--- config.mk ---
export PLATFORM = sky130hd
export DESIGN_NAME = soe_fifo
export DESIGN_NICKNAME = d
export VERILOG_FILES = /design/src/design/soe_fifo.sv
export SDC_FILE = /design/constraint.sdc
export NUM_CORES = 1
export LEC_CHECK = 0
export BUFFER_PORTS_ARGS = -buffer_cell sky130_fd_sc_hd__buf_2
export CAP_MARGIN = 20
export CORE_ASPECT_RATIO = 0.8
export CORE_MARGIN = 10
export CORE_UTILIZATION = 50
export DETAILED_ROUTE_END_ITERATION = 8
export HOLD_SLACK_MARGIN = 0.12
export PLACE_DENSITY = 0.85
export SLEW_MARGIN = 10
export SYNTH_ARGS = -nofsm -noshare
export SYNTH_HDL_FRONTEND = slang
export SYNTH_SLANG_ARGS = --single-unit
--- constraint.sdc ---
create_clock -name clk -period 2.1 [get_ports clk]
set_clock_uncertainty 0.05 [all_clocks]
set_input_delay 0.105 -clock clk [delete_from_list [all_inputs] [get_ports clk]]
set_output_delay 0.105 -clock clk [all_outputs]
set_load 0.02 [all_outputs]
--- src/design/soe_fifo.sv ---
// Small register queue, used between front and back and on the result side.
// Depends on nothing; DEPTH is a power of two of at least two.
module soe_fifo #(
  parameter int WIDTH = 8,
  parameter int DEPTH = 4
) (
  input  logic             clk,
  input  logic             rst_n,
  input  logic             push,
  input  logic [WIDTH-1:0] wdata,
  output logic             full,
  input  logic             pop,
  output logic [WIDTH-1:0] rdata,
  output logic             empty
);
  localparam int PTR_W = $clog2(DEPTH);

  logic [WIDTH-1:0] mem_r [DEPTH];
  logic [PTR_W-1:0] wr_r, rd_r;
  logic [PTR_W:0]   cnt_r;
  logic             do_push, do_pop;

  assign full    = (cnt_r == (PTR_W+1)'(DEPTH));
  assign empty   = (cnt_r == '0);
  assign do_push = push && !full;
  assign do_pop  = pop && !empty;
  assign rdata   = mem_r[rd_r];

  always_ff @(posedge clk) begin
    if (!rst_n) begin
      wr_r  <= '0;
      rd_r  <= '0;
      cnt_r <= '0;
    end else begin
      if (do_push) wr_r <= wr_r + 1'b1;
      if (do_pop) rd_r <= rd_r + 1'b1;
      cnt_r <= cnt_r + (PTR_W+1)'(do_push) - (PTR_W+1)'(do_pop);
    end
  end

  always_ff @(posedge clk) begin
    if (do_push) mem_r[wr_r] <= wdata;
  end
endmodule

==> metrics, run 1 <==
dominant cells by area after synthesis=edfxtp_1 59%, dfxtp_1 11%, mux4_2 11%; area share of the largest cell type after synthesis=~59%; synth unique cells=20; worst slack, placed=-5.91 ps; Worst IR Drop VDD=between 0.0007 and 0.0008 V; worst-path fanout max=3; CP arrival=roughly 2300 ps; GP Congestion=around 0.75; Max Slew Vio Count=0; CTS sink cnt=~40; DR WL met3=between 150 and 200 µm; vias post-DR=848; Reg2Reg Setup Slack=-30 ps; vias in the first global route=about 950; total of flip-flops plus latches after synthesis=41; Syn Std Cell Area=around 1600 µm²; total grt overflow=0; layout cell share with drive strength beyond 1=a little under two fifths; synth cell count leaders=32 x edfxtp_1, 9 x dfxtp_1, 8 x mux4_2; initial antenna violation count=0; PD cells=between 1000 and 1500 nW/µm²; die area=approximately 6000 µm²; number of iterations in the first detailed-routing pass=4; Worst slew margin=a little under two thirds; top layer in use=met4; Avg Inst Size Synth=17.7 µm²; clock buffer count from CTS=5; total track usage=9.37%; TritonCTS clock tree=done; RSZ-0062 raised after global routing=yes; crit-path cells=nor3b_4, nor2b_1, inv_1, ha_4, inv_2, ha_4, fa_2, xnor2_2, xnor2_1, and2_1; Final Hold Viols=0; first-pass GRT wire length=4.37 mm; number of routed nets with antenna violations=0; Mapped Cells=just over 90; area leader, netlist=edfxtp_1; CP delay by family, top=adder cells; most common cell in the netlist=edfxtp_1; critical path class=reg -> reg; failing checks=negative setup slack; buffer and inverter count on the worst path=2; critical path startpoint category=register; Slowest-stage cell, CP=fa_2; post-route cell area=~2000 µm²; most used cell, CP=ha_4; sequential-to-total area share from yosys stat=a little over two thirds; WP data required=approximately 2200 ps; Min Hold Slack=~270 ps; Min-Delay Path Class=in -> reg; met1 wire length=roughly 1.1 mm; Die X-Extent=between 80 and 90 µm; top_reg_cell synth=edfxtp_1; placed inst area=about 1800 µm²; core outline area=~3100 µm²; Pleak=approximately 0.74 nW; DRC viols=0; Rows=18; largest net degree at the start of global routing=14; initial drt markers=22; final setup margin=-32.8 ps; syn nets=around 110; Starting Density=between 50% and 60%; Root Driver=clkbuf_8; Via density=4.99; Area Growth Syn to Fin=24.8%; worst slew pin tran=548 ps; DP HPWL=1.88 mm; endpoints failing setup=1; run status=finished with violations; FFs w/ async S/R, synth=0%; Final #Nets=148; Achievable Freq=roughly 470 MHz; Post-Route WL=2.61 mm; clock tree buffer depth=2; Post-synth EDFFs=32; H-Tree Depth=2; period utilization=102%; Ys Warns=0; die span in y=71.3 µm; Period minus WS final=2130 ps; slowest cell delay on critical path=approximately 370 ps; CP endpoint kind=register; Avg WL per Cell=around 15 µm; ANT cells=0; worst skew pair latency=~290 ps; Port Buffer Count=21; Util after Layout=around 65%; Met2 Routed Length=approximately 1.3 mm; IO Count=22; CTS clock-pin slew for the worst setup and hold paths=approximately 70 ps; max-cap viol count=0
==> worst min-delay path, cell delays in order <==
cell,delay [ps]
buf_2,70
nor2b_1,150
buf_4,160
mux2i_1,70
==> logic make-up (layout without fill, tap and decap cells) <==
family | after synthesis | in the layout | synth area share (%)
buf+inv | 10 | 47 | 2.82
fa+ha+maj | 7 | 7 | 5.79
simple gates | 19 | 19 | 7.24
xor+xnor | 2 | 2 | 1.07
flops | 41 | 41 | 69.5
compound gates | 4 | 4 | 1.37
mux | 10 | 10 | 12.2
==> where the power goes <==
part           switching (mW)  internal [mW]
clock network           0.242          0.352
logic                   0.320          0.329
registers               0.103           1.00
==> per-stage QoR <==
stage,TNS (ps),power [mW],std cells
2_1_floorplan,-47.2,1.54,93
3_3_place_gp,0,1.68,151
3_5_place_dp,-5.91,1.71,151
4_1_cts,-17.4,2.32,169
5_1_grt,-146,2.50,170
6_report,-32.8,2.35,170
==> flip-flops by register name, indices dropped and copies added, names as in the netlist, named ones only <==
signal,cells
cnt_r,3
mem_r,32
wr_r,2
rd_r,2
==> path summary, 6_finish.rpt <==
| path | startpoint | cells past startpoint | end |
|---|---|---|---|
| hold / removal | push | 4 | wr_r[1] |
| hold reg to reg | wr_r[1] | 2 | wr_r[1] |
| setup / recovery | cnt_r[2] | 10 | cnt_r[2] |
| setup reg to reg | cnt_r[2] | 10 | cnt_r[2] |
==> final cells by class <==
cell class | instances | area (µm²)
Sequential cell | 41 | 1150
Fill cell | 236 | 1080
Multi-Input combinational cell | 42 | 502
Timing Repair Buffer | 33 | 220
Clock buffer | 6 | 72.6
Tap cell | 40 | 50.0
Clock inverter | 2 | 35.0
Inverter | 6 | 22.5
==> routing by layer <==
metal  global-route usage (%)  vias to the layer above
met5                        0                        -
met4                     4.45                        0
met3                     4.18                        6
met2                     15.9                       20
met1                     9.78                      409
li1                         -                      413
==> placed cells by master (no fill, tap or decap), drive strengths merged, types with 2 or more instances in the layout <==
| cell | Yosys | routed |
|---|---|---|
| ha | 6 | 6 |
| xnor2 | 2 | 2 |
| mux4 | 8 | 8 |
| buf | 2 | 23 |
| dlygate4sd3 | 0 | 10 |
| and2 | 7 | 7 |
| inv | 6 | 6 |
| edfxtp | 32 | 32 |
| dfxtp | 9 | 9 |
| nand2 | 6 | 6 |
| o21ai | 3 | 3 |
| mux2i | 2 | 2 |
| nor2b | 2 | 2 |
| clkbuf | 2 | 6 |
==> what timing repair did <==
action / CTS / global route
pin swaps: 0 / 3
setup buffers: 0 / 1
hold buffers: 10 / 0
hold endpoints to repair: 41 / 0
resized for setup: 0 / 6
setup endpoints to repair: 1 / 1
No activity file was read; power rests on OpenSTA's default activity.
==> run 2: changes to the inputs <==
--- a/config.mk
+++ b/config.mk
@@ -9,10 +9,10 @@
 export CAP_MARGIN = 20
 export CORE_ASPECT_RATIO = 0.8
 export CORE_MARGIN = 10
-export CORE_UTILIZATION = 50
+export CORE_UTILIZATION = 40
 export DETAILED_ROUTE_END_ITERATION = 8
 export HOLD_SLACK_MARGIN = 0.12
-export PLACE_DENSITY = 0.85
+export PLACE_DENSITY = 0.72
 export SLEW_MARGIN = 10
 export SYNTH_ARGS = -nofsm -noshare
 export SYNTH_HDL_FRONTEND = slang
==> metrics, run 2 (synthesized netlist as in run 1, its figures left out) <==
run status=finished with violations; failing checks=negative setup slack; leading registers by flop count=mem_r: 32 flops, cnt_r: 3 flops; max FFs per register=32; CTS clock-pin slew for the worst setup and hold paths=roughly 70 ps; core outline area=a little under 4000 µm²; DP HPWL=1.91 mm; commonest cells after routing, fill and taps aside=32 x edfxtp_1, 21 x buf_2, 11 x dlygate4sd3_1; Root Driver=clkbuf_8; final setup margin=-30.8 ps; worst slew pin tran=around 440 ps; Post-Route WL=approximately 2.7 mm; vias in the first global route=around 880; largest reg by FF count=mem_r; Worst IR Drop VDD=just over 0.0007 V; Achievable Freq=about 470 MHz; max-cap viol count=0; critical path class=reg -> reg; CTS sink cnt=between 40 and 50; H-Tree Depth=2; TritonCTS clock tree=done; Min-Delay Path Class=in -> reg; Area Growth Syn to Fin=24.5%; clock buffer count from CTS=5; worst-path fanout max=3; commonest non-fill, non-tap cell in the layout=edfxtp_1; Final #Nets=151; initial antenna violation count=0; die span in y=just under 80 µm; HP Start=push; GP Congestion=slightly above 0.7; CP arrival=~2300 ps; Final Hold Viols=0; Via density=~4.6; clock tree buffer depth=2; Avg WL per Cell=approximately 14 µm; layout cell share with drive strength beyond 1=a little over a third; critical path startpoint category=register; period utilization=101%; IO Count=22; Period minus WS final=approximately 2100 ps; initial drt markers=13; Rows=20; Port Buffer Count=21; Worst slew margin=70.7%; worst skew pair latency=between 200 and 300 ps; first-pass GRT wire length=about 4.2 mm; Reg2Reg Setup Slack=-30 ps; Min Hold Slack=about 290 ps; RSZ-0062 raised after global routing=yes; worst r2r path cells=10; ANT cells=0; total track usage=7.69%; reg-to-reg startpoint=cnt_r[2]; number of routed nets with antenna violations=0; Final TNS setup=-30.8 ps; post-route cell area=around 2000 µm²; vias post-DR=866; Pleak=0.748 nW; Die X-Extent=~92 µm; CP endpoint kind=register; largest net degree at the start of global routing=13; placed inst area=about 1800 µm²; PD cells=between 1000 and 1500 nW/µm²; Starting Density=42.3%; endpoints failing setup=1; number of iterations in the first detailed-routing pass=4; die area=slightly above 7000 µm²; total grt overflow=0; Max Slew Vio Count=0; FF-to-FF End=cnt_r[2]; WP data required=2240 ps; Hold Path Sink=wr_r[0]; Util after Layout=a little over half; WHS Path Cells=4; DRC viols=0
run 2: cell types whose count changed in the layout (fill, tap and decap cells not counted), sizes merged:
cell / before / now
dlygate4sd3: 10 / 11
clkinv: 1 / 3
clkbuf: 6 / 5
buf: 23 / 25
bufinv: 1 / 0
run 2: layout make-up:
class                           instances  area (µm²)
Fill cell                             331        1830
Clock buffer                            5        68.8
Timing Repair Buffer                   36         245
Tap cell                               55        68.8
Clock inverter                          3        12.5
Multi-Input combinational cell         42         479
Inverter                                6        22.5
Sequential cell                        41        1150
run 2: routing by layer:
| layer | part of all wire, % | track usage [%] |
|---|---|---|
| met5 | 0 | 0 |
| met3 | 6.4 | 3.21 |
| met1 | 43 | 8.49 |
| met4 | 2.4 | 4.69 |
| met2 | 49 | 12.1 |
run 2: stage by stage:
stage	power, mW	setup WS (ps)	cells
detailed placement	1.74	-11.2	168
global placement	1.71	67.1	168
floorplan	1.54	-47.2	93
global route	2.37	-105	188
finish	2.23	-30.8	188
CTS	2.24	-29.2	187
run 2: worst max path at each step:
| stage | startpoint | to | slack, ps | cells after the start |
|---|---|---|---|---|
| finish | cnt_r[2] | cnt_r[2] | -30 | 10 |
| global route | cnt_r[2] | cnt_r[2] | -100 | 10 |
| CTS | cnt_r[2] | cnt_r[2] | -30 | 10 |
| detailed placement | cnt_r[2] | cnt_r[2] | -10 | 10 |
| global placement | cnt_r[2] | cnt_r[2] | 70 | 10 |
| floorplan | cnt_r[2] | cnt_r[2] | -50 | 11 |
run 2: repair_timing:
item,CTS,global route
setup buffers,0,1
hold endpoints to repair,41,0
gates resized for setup,0,3
pin swaps,0,5
setup endpoints to repair,1,1
hold buffers,11,0
run 2: critical path, stage by stage, from the launching register on:
cell and delay (ps):
dfxtp_4 360, nor3b_4 150, nor2b_1 150, inv_1 70, ha_1 270, inv_1 40, ha_2 170, fa_2 370
xnor2_2 150, xnor2_1 120, and2_1 130
run 2: report_power, final:
part	switching, mW	total [mW]	internal [mW]	leakage (nW)
Sequential	0.0692	1.07	1.00	0.368
Combinational	0.348	0.691	0.343	0.336
Clock	0.248	0.471	0.223	0.0430
==> run 3: changes to the inputs <==
==> constraint.sdc (replaced) <==
create_clock -name clk -period 2.1 [get_ports clk]
set_clock_uncertainty 0.05 [all_clocks]
set_input_delay 0.21 -clock clk [delete_from_list [all_inputs] [get_ports clk]]
set_output_delay 0.21 -clock clk [all_outputs]
set_load 0.02 [all_outputs]
==> metrics, run 3 (synthesized netlist as in run 1, its figures left out) <==
Min Hold Slack=198 ps; worst skew pair latency=roughly 290 ps; DP HPWL=about 1.9 mm; leading registers by flop count=mem_r: 32 flops, cnt_r: 3 flops; reg-to-reg startpoint=cnt_r[2]; RSZ-0062 raised after global routing=yes; GP Congestion=approximately 0.72; Max Slew Vio Count=0; initial drt markers=14; failing checks=negative setup slack; most used cell, CP=inv_1; Filler cells=around 330; run status=finished with violations; die area=around 7000 µm²; Port Buffer Count=21; Period minus WS final=between 2000 and 2500 ps; critical path startpoint category=register; Slowest-stage cell, CP=fa_2; vias post-DR=about 860; number of iterations in the first detailed-routing pass=4; number of routed nets with antenna violations=0; vias in the first global route=roughly 870; post-route cell area=just over 2000 µm²; PD cells=about 1100 nW/µm²; placed inst area=about 1800 µm²; Die X-Extent=approximately 92 µm; ANT cells=0; initial antenna violation count=0; Avg WL per Cell=roughly 15 µm; final setup margin=-30.9 ps; H-Tree Depth=2; worst-path fanout max=3; die span in y=77.3 µm; Achievable Freq=around 470 MHz; CP endpoint kind=register; Reg2Reg Setup Slack=-30 ps; Min-Delay Path Class=in -> reg; max FFs per register=32; critical path class=reg -> reg; commonest cells after routing, fill and taps aside=32 x edfxtp_1, 21 x buf_2, 8 x mux4_2, 8 x dlygate4sd3_1, 7 x and2_1; Root Driver=clkbuf_8; Worst IR Drop VDD=between 0.0006 and 0.0007 V; core outline area=roughly 3900 µm²; Final #Nets=roughly 150; CTS sink cnt=41; CTS clock-pin slew for the worst setup and hold paths=70 ps; total grt overflow=0; first-pass GRT wire length=between 4 and 5 mm; CP delay by family, top=adder cells; largest net degree at the start of global routing=13; buffer and inverter count on the worst path=2; largest reg by FF count=mem_r; WHS Path Cells=3; crit-path cells=nor3b_4, nor2b_1, inv_1, ha_1, inv_1, ha_2, fa_2, xnor2_2, xnor2_1, and2_1; FF-to-FF End=cnt_r[2]; total track usage=slightly below 8%; P_int=~1.6 mW; Post-Route WL=between 2 and 3 mm; slowest cell delay on critical path=roughly 370 ps; Rows=20; Comb pwr share=a little under a third; Flop pwr share=~48%; Psw=around 660 µW; max-cap viol count=0; layout cell share with drive strength beyond 1=36.2%; HP Start=pop; Worst slew margin=between 70% and 80%; TritonCTS clock tree=done; Switching Share=roughly 30%; WP data required=roughly 2200 ps; Register Area=between 1000 and 1500 µm²; Hold Path Sink=rd_r[0]; Area Growth Syn to Fin=22.7%; worst slew pin tran=439 ps; IO Count=22; clock buffer count from CTS=5; multi-input logic area=479 µm²; CP arrival=2270 ps; commonest non-fill, non-tap cell in the layout=edfxtp_1; Pleak=around 0.73 nW; clock network fraction of design power=about a fifth; DRC viols=0; clock tree buffer depth=2; Starting Density=42.3%; Final Hold Viols=0; worst r2r path cells=10; period utilization=101%; endpoints failing setup=1; Via density=roughly 4.6
## run 3: cell types whose count changed in the layout (fill, tap and decap cells not counted), sizes merged
cell / delta
dlygate4sd3: -3
## run 3: area by class of cell
class                           instances  share of cell area, %
Sequential cell                        41                   57.0
Multi-Input combinational cell         42                   23.8
Timing Repair Buffer                   33                   10.7
Clock buffer                            5                   3.42
Tap cell                               55                   3.42
Inverter                                6                   1.12
Clock inverter                          3                  0.621
## run 3: timing repair
action,CTS,global route
setup endpoints to repair,1,1
endpoints found under the hold margin,32,0
resized for setup,0,3
pin swaps,0,5
hold buffers,8,0
setup buffers,0,1
## run 3: worst reg2reg max path: stages, from the launching register on
cell and delay (ps):
dfxtp_4 360, nor3b_4 150, nor2b_1 150, inv_1 70, ha_1 270, inv_1 40, ha_2 170, fa_2 370
xnor2_2 150, xnor2_1 120, and2_1 130
## run 3: power by group through the flow
stage | Sequential [mW] | Clock (mW) | Combinational (mW)
6_report | 1.07 | 0.473 | 0.678
5_1_grt | 1.08 | 0.528 | 0.752
4_1_cts | 1.07 | 0.492 | 0.667
3_5_place_dp | 1.09 | 0 | 0.654
3_3_place_gp | 1.08 | 0 | 0.636
2_1_floorplan | 1.06 | 0 | 0.479
## run 3: worst max path at each step
stage | from | endpoint | slack, ps | cells after the start
floorplan | cnt_r[2] | cnt_r[2] | -50 | 11
global placement | cnt_r[2] | cnt_r[2] | 70 | 10
detailed placement | cnt_r[2] | cnt_r[2] | -10 | 10
CTS | cnt_r[2] | cnt_r[2] | -30 | 10
global route | cnt_r[2] | cnt_r[2] | -100 | 10
finish | cnt_r[2] | cnt_r[2] | -30 | 10
## run 3: layer usage
layer / part of all wire, % / global-route usage [%] / vias to the layer above
li1: - / - / 417
met1: 42 / 8.56 / 411
met2: 49 / 12.1 / 19
met3: 6.4 / 3.21 / 8
met4: 2.4 / 4.69 / 0
met5: 0 / 0 / -
## run 3: through the flow
step           setup TNS, ps  worst slack [ps]  power, mW  instances  utilization, %
2_1_floorplan          -47.2             -47.2       1.54         93               -
3_3_place_gp               0              67.1       1.71        168            47.3
3_5_place_dp           -11.2             -11.2       1.74        168            47.3
4_1_cts                -29.2             -29.2       2.23        184            51.4
5_1_grt                 -105              -105       2.36        185            51.9
6_report               -30.9             -30.9       2.22        185            51.9
