<file path="config.mk">
export PLATFORM = sky130hd
export DESIGN_NAME = soe_front
export DESIGN_NICKNAME = d
export VERILOG_FILES = /design/src/design/soe_pkg.sv /design/src/design/soe_front.sv
export SDC_FILE = /design/constraint.sdc
export NUM_CORES = 1
export LEC_CHECK = 0
export BUFFER_PORTS_ARGS = -buffer_cell sky130_fd_sc_hd__buf_2
export CORE_AREA = 2 2 74 76
export DETAILED_ROUTE_END_ITERATION = 6
export DIE_AREA = 0 0 76 78
export PLACE_DENSITY = 0.68
export RECOVER_POWER = 25
export SLEW_MARGIN = 20
export SYNTH_ARGS = -nofsm -noshare
export SYNTH_HDL_FRONTEND = slang
export SYNTH_SLANG_ARGS = --single-unit
</file>
<file path="constraint.sdc">
create_clock -name vclk -period 1.2
set_input_delay 0.18 -clock vclk [all_inputs]
set_output_delay 0.18 -clock vclk [all_outputs]
set_load 0.03 [all_outputs]
</file>
<file path="src/design/soe_pkg.sv">
// Shared types, constants and helpers of the sprite overlay engine.
// No dependencies; imported by every module of the block but soe_fifo.
package soe_pkg;

  localparam int SPRITE_RAM_BYTES_DFLT  = 4096;
  localparam int PALETTE_RAM_BYTES_DFLT = 2048;
  localparam int CMD_DEPTH = 4;
  localparam int RES_DEPTH = 2;

  localparam int ADDR_W = 18;
  localparam int IDX_W  = 16;
  localparam int DIM_W  = 12;
  localparam int PROD_W = 28;
  localparam int COLS   = 8;

  localparam int PAL_BASE  = 'h10000;
  localparam int CTRL_BASE = 'h30000;
  localparam int CTRL_END  = 'h30020;

  localparam logic [1:0] MODE_READ   = 2'd0;
  localparam logic [1:0] MODE_WRITE  = 2'd1;
  localparam logic [1:0] MODE_RENDER = 2'd2;

  localparam logic [1:0] REG_ON    = 2'd0;
  localparam logic [1:0] REG_OUT_W = 2'd1;
  localparam logic [1:0] REG_OUT_H = 2'd2;
  localparam logic [1:0] REG_SRC_W = 2'd3;

  localparam logic [7:0] GHOST_TAG = 8'hbc;

  typedef enum logic [1:0] {
    OP_READ, OP_WRITE, OP_RENDER, OP_NONE
  } op_t;

  typedef enum logic [2:0] {
    TG_NONE, TG_SPR, TG_PAL, TG_CTRL0, TG_CTRLEN, TG_CTRLX
  } tgt_t;

  typedef struct packed {
    logic [1:0]  mode;
    logic [17:0] address;
    logic [31:0] write_data;
    logic [31:0] byte_mask;
    logic [8:0]  entry;
  } in_t;

  typedef struct packed {
    logic [31:0] read_data;
    logic        draw;
    logic [11:0] pixel_row;
    logic [11:0] span_start;
    logic [11:0] span_end;
    logic [7:0]  red;
    logic [7:0]  green;
    logic [7:0]  blue;
    logic        last;
  } res_t;

  typedef struct packed {
    op_t              op;
    tgt_t             tgt;
    logic [IDX_W-1:0] idx;
    logic [31:0]      wdata;
    logic [31:0]      mask;
    logic [8:0]       entry;
  } cmd_t;

  typedef struct packed {
    logic             overlay_on;
    logic [DIM_W-1:0] out_width;
    logic [DIM_W-1:0] out_height;
    logic [DIM_W-1:0] src_cols;
  } cfg_t;

  localparam res_t RES_DONE = '{read_data: 32'd0, draw: 1'b0, pixel_row: 12'd0,
                                span_start: 12'd0, span_end: 12'd0, red: 8'd0,
                                green: 8'd0, blue: 8'd0, last: 1'b1};

  localparam logic [3:0] BLOCK_SHADE [64] = '{
    4'd8, 4'd6, 4'd6, 4'd6, 4'd6, 4'd5, 4'd4, 4'd3,
    4'd9, 4'd7, 4'd5, 4'd6, 4'd4, 4'd1, 4'd1, 4'd4,
    4'd9, 4'd8, 4'd6, 4'd5, 4'd1, 4'd1, 4'd1, 4'd5,
    4'd9, 4'd8, 4'd7, 4'd5, 4'd1, 4'd1, 4'd4, 4'd6,
    4'd9, 4'd8, 4'd7, 4'd6, 4'd5, 4'd5, 4'd6, 4'd6,
    4'd9, 4'd8, 4'd6, 4'd7, 4'd7, 4'd6, 4'd5, 4'd6,
    4'd9, 4'd8, 4'd8, 4'd8, 4'd8, 4'd8, 4'd7, 4'd6,
    4'd8, 4'd9, 4'd9, 4'd9, 4'd9, 4'd9, 4'd9, 4'd8
  };

  localparam logic [3:0] SEP_SHADE [8] = '{
    4'he, 4'hd, 4'h0, 4'h0, 4'h0, 4'hd, 4'he, 4'hf
  };

  function automatic logic [7:0] expand5(input logic [4:0] c);
    return {c, c[4:2]};
  endfunction

endpackage

</file>
<file path="src/design/soe_front.sv">
// Front end: accepts items and classifies them into back-end commands.
// Depends on soe_pkg.
module soe_front #(
  parameter int SPRITE_RAM_BYTES  = soe_pkg::SPRITE_RAM_BYTES_DFLT,
  parameter int PALETTE_RAM_BYTES = soe_pkg::PALETTE_RAM_BYTES_DFLT
) (
  input  soe_pkg::in_t  in_item,
  input  logic          push,
  output logic          full,
  input  logic          cmd_full,
  input  logic          clearing,
  output logic          cmd_push,
  output soe_pkg::cmd_t cmd
);
  import soe_pkg::*;

  localparam int SPR_AW  = $clog2(SPRITE_RAM_BYTES / 4);
  localparam int PAL_AW  = $clog2(PALETTE_RAM_BYTES / 4);
  localparam int PAL_END = PAL_BASE + PALETTE_RAM_BYTES;

  logic [ADDR_W-1:0] addr;
  logic spr_hit, pal_hit, ctrl_hit;

  assign full     = cmd_full || clearing;
  assign cmd_push = push && !full;
  assign addr     = in_item.address;
  assign spr_hit  = addr < ADDR_W'(SPRITE_RAM_BYTES);
  assign pal_hit  = (addr >= ADDR_W'(PAL_BASE)) && (addr < ADDR_W'(PAL_END));
  assign ctrl_hit = (addr >= ADDR_W'(CTRL_BASE)) && (addr < ADDR_W'(CTRL_END));

  always_comb begin
    case (in_item.mode)
      MODE_READ:   cmd.op = OP_READ;
      MODE_WRITE:  cmd.op = OP_WRITE;
      MODE_RENDER: cmd.op = OP_RENDER;
      default:     cmd.op = OP_NONE;
    endcase
    if (spr_hit) begin
      cmd.tgt = TG_SPR;
    end else if (pal_hit) begin
      cmd.tgt = TG_PAL;
    end else if (ctrl_hit) begin
      if (addr[4:2] == 3'b000) cmd.tgt = TG_CTRL0;
      else if (addr[4:2] == 3'b111) cmd.tgt = TG_CTRLEN;
      else cmd.tgt = TG_CTRLX;
    end else begin
      cmd.tgt = TG_NONE;
    end
    cmd.idx   = spr_hit ? IDX_W'(addr[SPR_AW+1:2]) : IDX_W'(addr[PAL_AW+1:2]);
    cmd.wdata = in_item.write_data;
    cmd.mask  = in_item.byte_mask;
    cmd.entry = in_item.entry;
  end
endmodule

</file>
==> impl_metrics.tcl, run 1 <==
set metrics [dict create \
    synth.distinct_cells 17 \
    ant_nets 0 \
    startpoint_type "primary input" \
    grt_pass1_vias 428 \
    portBuffers 34 \
    clockBufferCount 0 \
    die_h_um 78 \
    powerDensity_nw_per_um2 311.7 \
    yosys.area_share.simple_pct 15.30 \
    final_util_pct 11.91 \
    hold_buffers 0 \
    rsz0062_at_grt "yes" \
    cp-end-kind "output pin" \
    dp.cells 133 \
    critPathSlowestCell "or4_4" \
    antenna_found_initial 0 \
    violations "negative setup slack" \
    setup_viol 4 \
    wire_per_inst_um 14.75 \
    path_max_fanout 3 \
    synth_top_family_by_area "buffers and inverters" \
    grt_max_degree 6 \
    status "finished, violations left" \
    seqCellArea_um2 0 \
    grt_pass1_wl_um 2684 \
    grt_usage_pct 5.931 \
    synth_commonest_cells "buf_4, nor2_1, clkbuf_1" \
    syn-instance-count 107 \
    yosys.area.top_type "buf_4" \
    yosysSeqAreaShare_pct 0 \
    multi_input_area_um2 226.5 \
    firstDrtPassIters 2 \
    die_w_um 76 \
    syn_avg_cell_area_um2 7.718 \
    antenna_cells 0 \
    drc 0 \
    fmax_mhz 644.6 \
    filler_cell_count 576 \
    ir_drop_uv 83.07 \
    synth.top_cell.area_share_pct 80.00 \
    hold_viol 0 \
    grt_overflow_total 0 \
    setup_slack_ns -0.3515 \
    initial_utilization_pct 16.38 \
    synth.most_common_cell "buf_4" \
    crit_start "in_item[85]" \
    synth_mux_area_share_pct 0 \
    max_cap_violations 0 \
    vias 427 \
    hp-class "primary input to output pin" \
    synth_area_um2 825.8 \
    final_layout_size_suffix_gt1_share_pct 81.25 \
    dr.first_iter.drc_count 5 \
    place_congestion 0.6287 \
    flops_and_latches 0 \
    crit_required_ns 1.02 \
    layout_min_cycle_time_ns 1.551 \
    path_class "primary input to output pin" \
    synth_area_leaders "buf_4, nand4b_4, nor4_4, and4bb_4, a2111oi_2" \
    area_growth_pct -27.27 \
    dp_hpwl_um 1772 \
    p_leak_nw 0.2858 \
    coreArea_um2 5042 \
    rows 26 \
    slowest_delay_ns 0.55 \
    synthAdderAreaFrac_pct 0 \
    wl_um 1977 \
    critPathArrivalTime_ns 1.37 \
    die_area_um2 5928 \
    crit_end "cmd[90]" \
    ys_warn_count 0 \
    final_nets 162 \
    io_pins 192 \
    synth_compound_area_share_pct 2.879 \
    synth-xor-area-share_pct 0 \
    path_cells "buf_6 > or4_4 > buf_12 > a2111oi_4 > buf_4" \
    min_period_over_period_pct 129.3 \
    final_cells 134 \
    drv_slew 0 \
    vias_per_cell 3.187 \
]
==> layout by cell type (no fill, tap or decap), types with 2 or more instances in the layout <==
cell	n
conb_1	6
buf_12	2
buf_2	29
buf_4	7
buf_6	4
nor2_1	2
==> power breakdown <==
part	internal, mW	leakage (nW)	total, mW	switching (mW)
combinational	0.0704	0.286	0.187	0.117
clock	0	0	0	0
sequential	0	0	0	0
total	0.0704	0.286	0.187	0.117
==> metal layers <==
layer  global-route usage, %  wire length (um)  vias up
met5                       0                 0        -
met1                   4.028               476      175
met2                   9.286               866       64
met3                   4.535               395       32
li1                        -                 -      156
met4                   7.455               239        0
==> repair_timing <==
action,CTS,global route
pin swaps,2,3
setup buffers,0,1
cloned,0,0
endpoints found under the setup margin,4,4
gates resized for setup,8,0
==> per-stage QoR <==
stage / setup WS [ns] / power, mW / area (um^2) / setup TNS, ns / hold WS [ns]
3_3_place_gp: -0.4532 / 0.1801 / 553.0 / -1.583 / 0.3602
5_1_grt: -0.3934 / 0.1998 / 600.6 / -1.482 / 0.3600
2_1_floorplan: -0.2653 / 0.5931 / 898.4 / -0.8775 / 0.3986
6_report: -0.3515 / 0.1872 / 600.6 / -1.311 / 0.3600
3_5_place_dp: -0.4603 / 0.1828 / 553.0 / -1.630 / 0.3602
4_1_cts: -0.3828 / 0.1865 / 580.6 / -1.339 / 0.3602
==> worst max-delay path, delay by kind of cell <==
kind	cells	cell delay (ns)
buf+inv	3	0.45
compound gates	1	0.18
simple gates	1	0.55
==> worst min path at each step <==
stage	start	endpoint	slack (ns)	cells after the start
2_1_floorplan	in_item[84]	cmd[90]	0.40	1
3_3_place_gp	in_item[15]	cmd[15]	0.36	0
3_5_place_dp	in_item[15]	cmd[15]	0.36	0
4_1_cts	in_item[15]	cmd[15]	0.36	0
5_1_grt	in_item[30]	cmd[30]	0.36	0
6_report	in_item[30]	cmd[30]	0.36	0
==> kinds of logic (layout without fill, tap and decap cells) <==
kind of cell | count (synthesis) | in the layout
other cells | 1 | 6
compound gates | 2 | 2
buf+inv | 91 | 43
simple gates | 13 | 13
==> cell type report <==
cell class                      instances  area share, %
Timing Repair Buffer                   42          47.08
Tap cell                               70          14.58
Inverter                                1         0.6250
Multi-Input combinational cell         21          37.71
Note: power is estimated with default switching activity, not from simulation.
==> run 2: changes to the inputs <==
CORE_AREA = 2 2 75 77   (was 2 2 74 76)
DIE_AREA = 0 0 77 79   (was 0 0 76 78)
PLACE_DENSITY = 0.65   (was 0.68)
clock period = 1.97 ns   (was 1.2 ns; I/O delays follow)
==> run 2 against run 1 <==
Compared with the run above:
- the run now ends clean
- critical path depth unchanged
- wire length decreased by 5.0%
- worst hold slack gained 0.23 ns
- utilization decreased by 3.5 points
- flip-flop and latch count did not move
==> impl_metrics.tcl, run 2 (synthesized netlist as in run 1, its figures left out) <==
set metrics [dict create \
    status "finished clean" \
    vias 415 \
    antenna_found_initial 0 \
    path_max_fanout 4 \
    flops_and_latches 0 \
    cts.repair.resized 0 \
    final_util_pct 8.439 \
    rsz0062_at_grt "no" \
    grt_usage_pct 5.373 \
    initial_utilization_pct 15.47 \
    min_period_over_period_pct 94.74 \
    filler_cell_count 653 \
    setup_viol 0 \
    dr.first_iter.drc_count 8 \
    hold_buffers 0 \
    grt_overflow_total 0 \
    path_class "primary input to output pin" \
    stdcell_area_um2 450.4 \
    ir_drop_uv 28.71 \
    placed_cell_area_um2 450.4 \
    powerDensity_nw_per_um2 207.2 \
    clockBufferCount 0 \
    startpoint_type "primary input" \
    dp.cells 129 \
    wl_um 1879 \
    io_pins 192 \
    coreArea_um2 5338 \
    mostFrequentLayoutCells "buf_2, conb_1, nor2_1" \
    grt_max_degree 7 \
    p_leak_nw 0.2267 \
    layout_min_cycle_time_ns 1.866 \
    crit_required_ns 1.67 \
    critPathArrivalTime_ns 1.57 \
    grt_pass1_wl_um 2421 \
    die_area_um2 6083 \
    multi_input_area_um2 178.9 \
    finalSetupTns_ns 0 \
    final_cells 129 \
    cp-end-kind "output pin" \
    place_congestion 0.6431 \
    grt_pass1_vias 416 \
    portBuffers 34 \
    ant_nets 0 \
    max_cap_violations 0 \
    dp_hpwl_um 1700 \
    seqCellArea_um2 0 \
    hp-class "primary input to output pin" \
    vias_per_cell 3.217 \
    final_layout_size_suffix_gt1_share_pct 75.44 \
    drc 0 \
    area_growth_pct -45.45 \
    fmax_mhz 535.8 \
    layout_commonest_cell "buf_2" \
    post_cts_buffers 0 \
    die_h_um 79 \
    antenna_cells 0 \
    wire_per_inst_um 14.57 \
    p_total_mw 0.09333 \
    drv_slew 0 \
    die_w_um 77 \
    firstDrtPassIters 3 \
    rows 27 \
    hold_viol 0 \
    final_nets 155 \
]
run 2: final cells by class:
cell class                      count  area share (%)
Multi-Input combinational cell     21           39.72
Inverter                            1          0.8333
Tap cell                           72           20.00
Timing Repair Buffer               35           39.44
run 2: final timing paths:
kind / endpoint / cells past startpoint / startpoint
worst min-delay path: cmd[16] / 0 / in_item[16]
worst max-delay path: cmd[89] / 5 / in_item[85]
run 2: critical path, stage by stage:
cell	delay [ns]
buf_2	0.09
or4_4	0.57
nand4b_4	0.19
o32ai_1	0.15
buf_2	0.27
run 2: routing by layer:
layer | track usage (%) | share of wire, %
met4 | 6.429 | 13
met2 | 8.772 | 42
met1 | 3.699 | 24
met5 | 0 | 0
met3 | 3.750 | 21
run 2: power breakdown:
| group | switching, mW | internal [mW] |
|---|---|---|
| combinational | 0.0643 | 0.0290 |
| sequential | 0 | 0 |
| clock | 0 | 0 |
| total | 0.0643 | 0.0290 |
run 2: stage by stage:
stage / worst slack, ns / hold slack [ns]
2_1_floorplan: 0.01780 / 0.6524
3_3_place_gp: 0.08161 / 0.5912
3_5_place_dp: 0.08749 / 0.5912
4_1_cts: 0.08489 / 0.5912
5_1_grt: 0.03419 / 0.5910
6_report: 0.1036 / 0.5910
==> run 3: changes to the inputs <==
PLACE_DENSITY = 0.7   (was 0.65)
==> run 3 against run 2 <==
Compared with the run above:
- via count fell by 2.2%
- cell count is the same
- first-iteration DRC count down 38%
- utilization unchanged
- die area unchanged
- global-route usage fell by 0.24 points
- maximum frequency up 1.7%
- wire length down 5.3%
- sequential share of layout area unchanged
- total power decreased by 0.36%
==> impl_metrics.tcl, run 3 (synthesized netlist as in run 1, its figures left out) <==
set metrics [dict create \
    status "finished clean" \
    post_cts_buffers 0 \
    path_class "primary input to output pin" \
    final_cells 129 \
    max_cap_violations 0 \
    final_util_pct 8.439 \
    placed_cell_area_um2 450.4 \
    layout_min_cycle_time_ns 1.835 \
    grt_usage_pct 5.133 \
    dr.first_iter.drc_count 5 \
    area_growth_pct -45.45 \
    initial_utilization_pct 15.47 \
    die_area_um2 6083 \
    cp-end-kind "output pin" \
    ant_nets 0 \
    grt_max_degree 7 \
    final_nets 155 \
    vias 406 \
    hold_buffers 0 \
    holdWs_ns 0.5910 \
    min_period_over_period_pct 93.16 \
    startpoint_type "primary input" \
    hold_viol 0 \
    vias_per_cell 3.147 \
    mostFrequentLayoutCells "buf_2, conb_1, nor2_1" \
    wl_um 1779 \
    dp_hpwl_um 1638 \
    stdcell_area_um2 450.4 \
    die_h_um 79 \
    grt_overflow_total 0 \
    layout_commonest_cell "buf_2" \
    ir_drop_uv 31.80 \
    rsz0062_at_grt "no" \
    firstDrtPassIters 2 \
    p_leak_nw 0.2267 \
    setup_viol 0 \
    critPathArrivalTime_ns 1.54 \
    powerDensity_nw_per_um2 206.4 \
    coreArea_um2 5338 \
    wire_per_inst_um 13.79 \
    dp.cells 129 \
    grt_pass1_wl_um 2373 \
    drc 0 \
    path_max_fanout 4 \
    holdPathStages 0 \
    rows 27 \
    fmax_mhz 544.9 \
    clockBufferCount 0 \
    cts.repair.resized 0 \
    seqCellArea_um2 0 \
    antenna_cells 0 \
    place_congestion 0.7046 \
    final_layout_size_suffix_gt1_share_pct 75.44 \
    hp-class "primary input to output pin" \
    die_w_um 77 \
    grt_pass1_vias 423 \
    io_pins 192 \
    drv_slew 0 \
    antenna_found_initial 0 \
    crit_required_ns 1.67 \
    portBuffers 34 \
    flops_and_latches 0 \
    finalSetupTns_ns 0 \
]
run 3: final timing paths:
path | start | to
worst max-delay path | in_item[85] | cmd[89]
worst min-delay path | in_item[20] | cmd[20]
run 3: power breakdown:
group / switching (mW) / internal [mW] / total [mW] / leakage, nW
clock: 0 / 0 / 0 / 0
combinational: 0.0640 / 0.0290 / 0.0930 / 0.227
sequential: 0 / 0 / 0 / 0
run 3: per-layer routing:
layer  wire (um)  global-route usage [%]  vias up
met4         301                   8.929        0
met1         422                   3.356      167
met2         721                   7.544       57
met3         333                   3.182       40
met5           0                       0        -
li1            -                       -      142
run 3: critical path, cell delays in order:
cell and delay, ns:
buf_2 0.10, or4_4 0.57, nand4b_4 0.19, o32ai_1 0.13, buf_2 0.25
run 3: per-stage QoR:
step,total power [mW],setup WS [ns]
after floorplan,0.3582,0.01780
after global placement,0.09273,0.1393
after detailed placement,0.09449,0.09868
after CTS,0.09463,0.09546
after global routing,0.09873,0.05571
final,0.09299,0.1347
run 3: cell type report:
type	count	area, um^2
multi-input combinational	21	178.9
fill	647	4887
tap	72	90.09
inverter	1	3.754
timing repair buffer	35	177.7
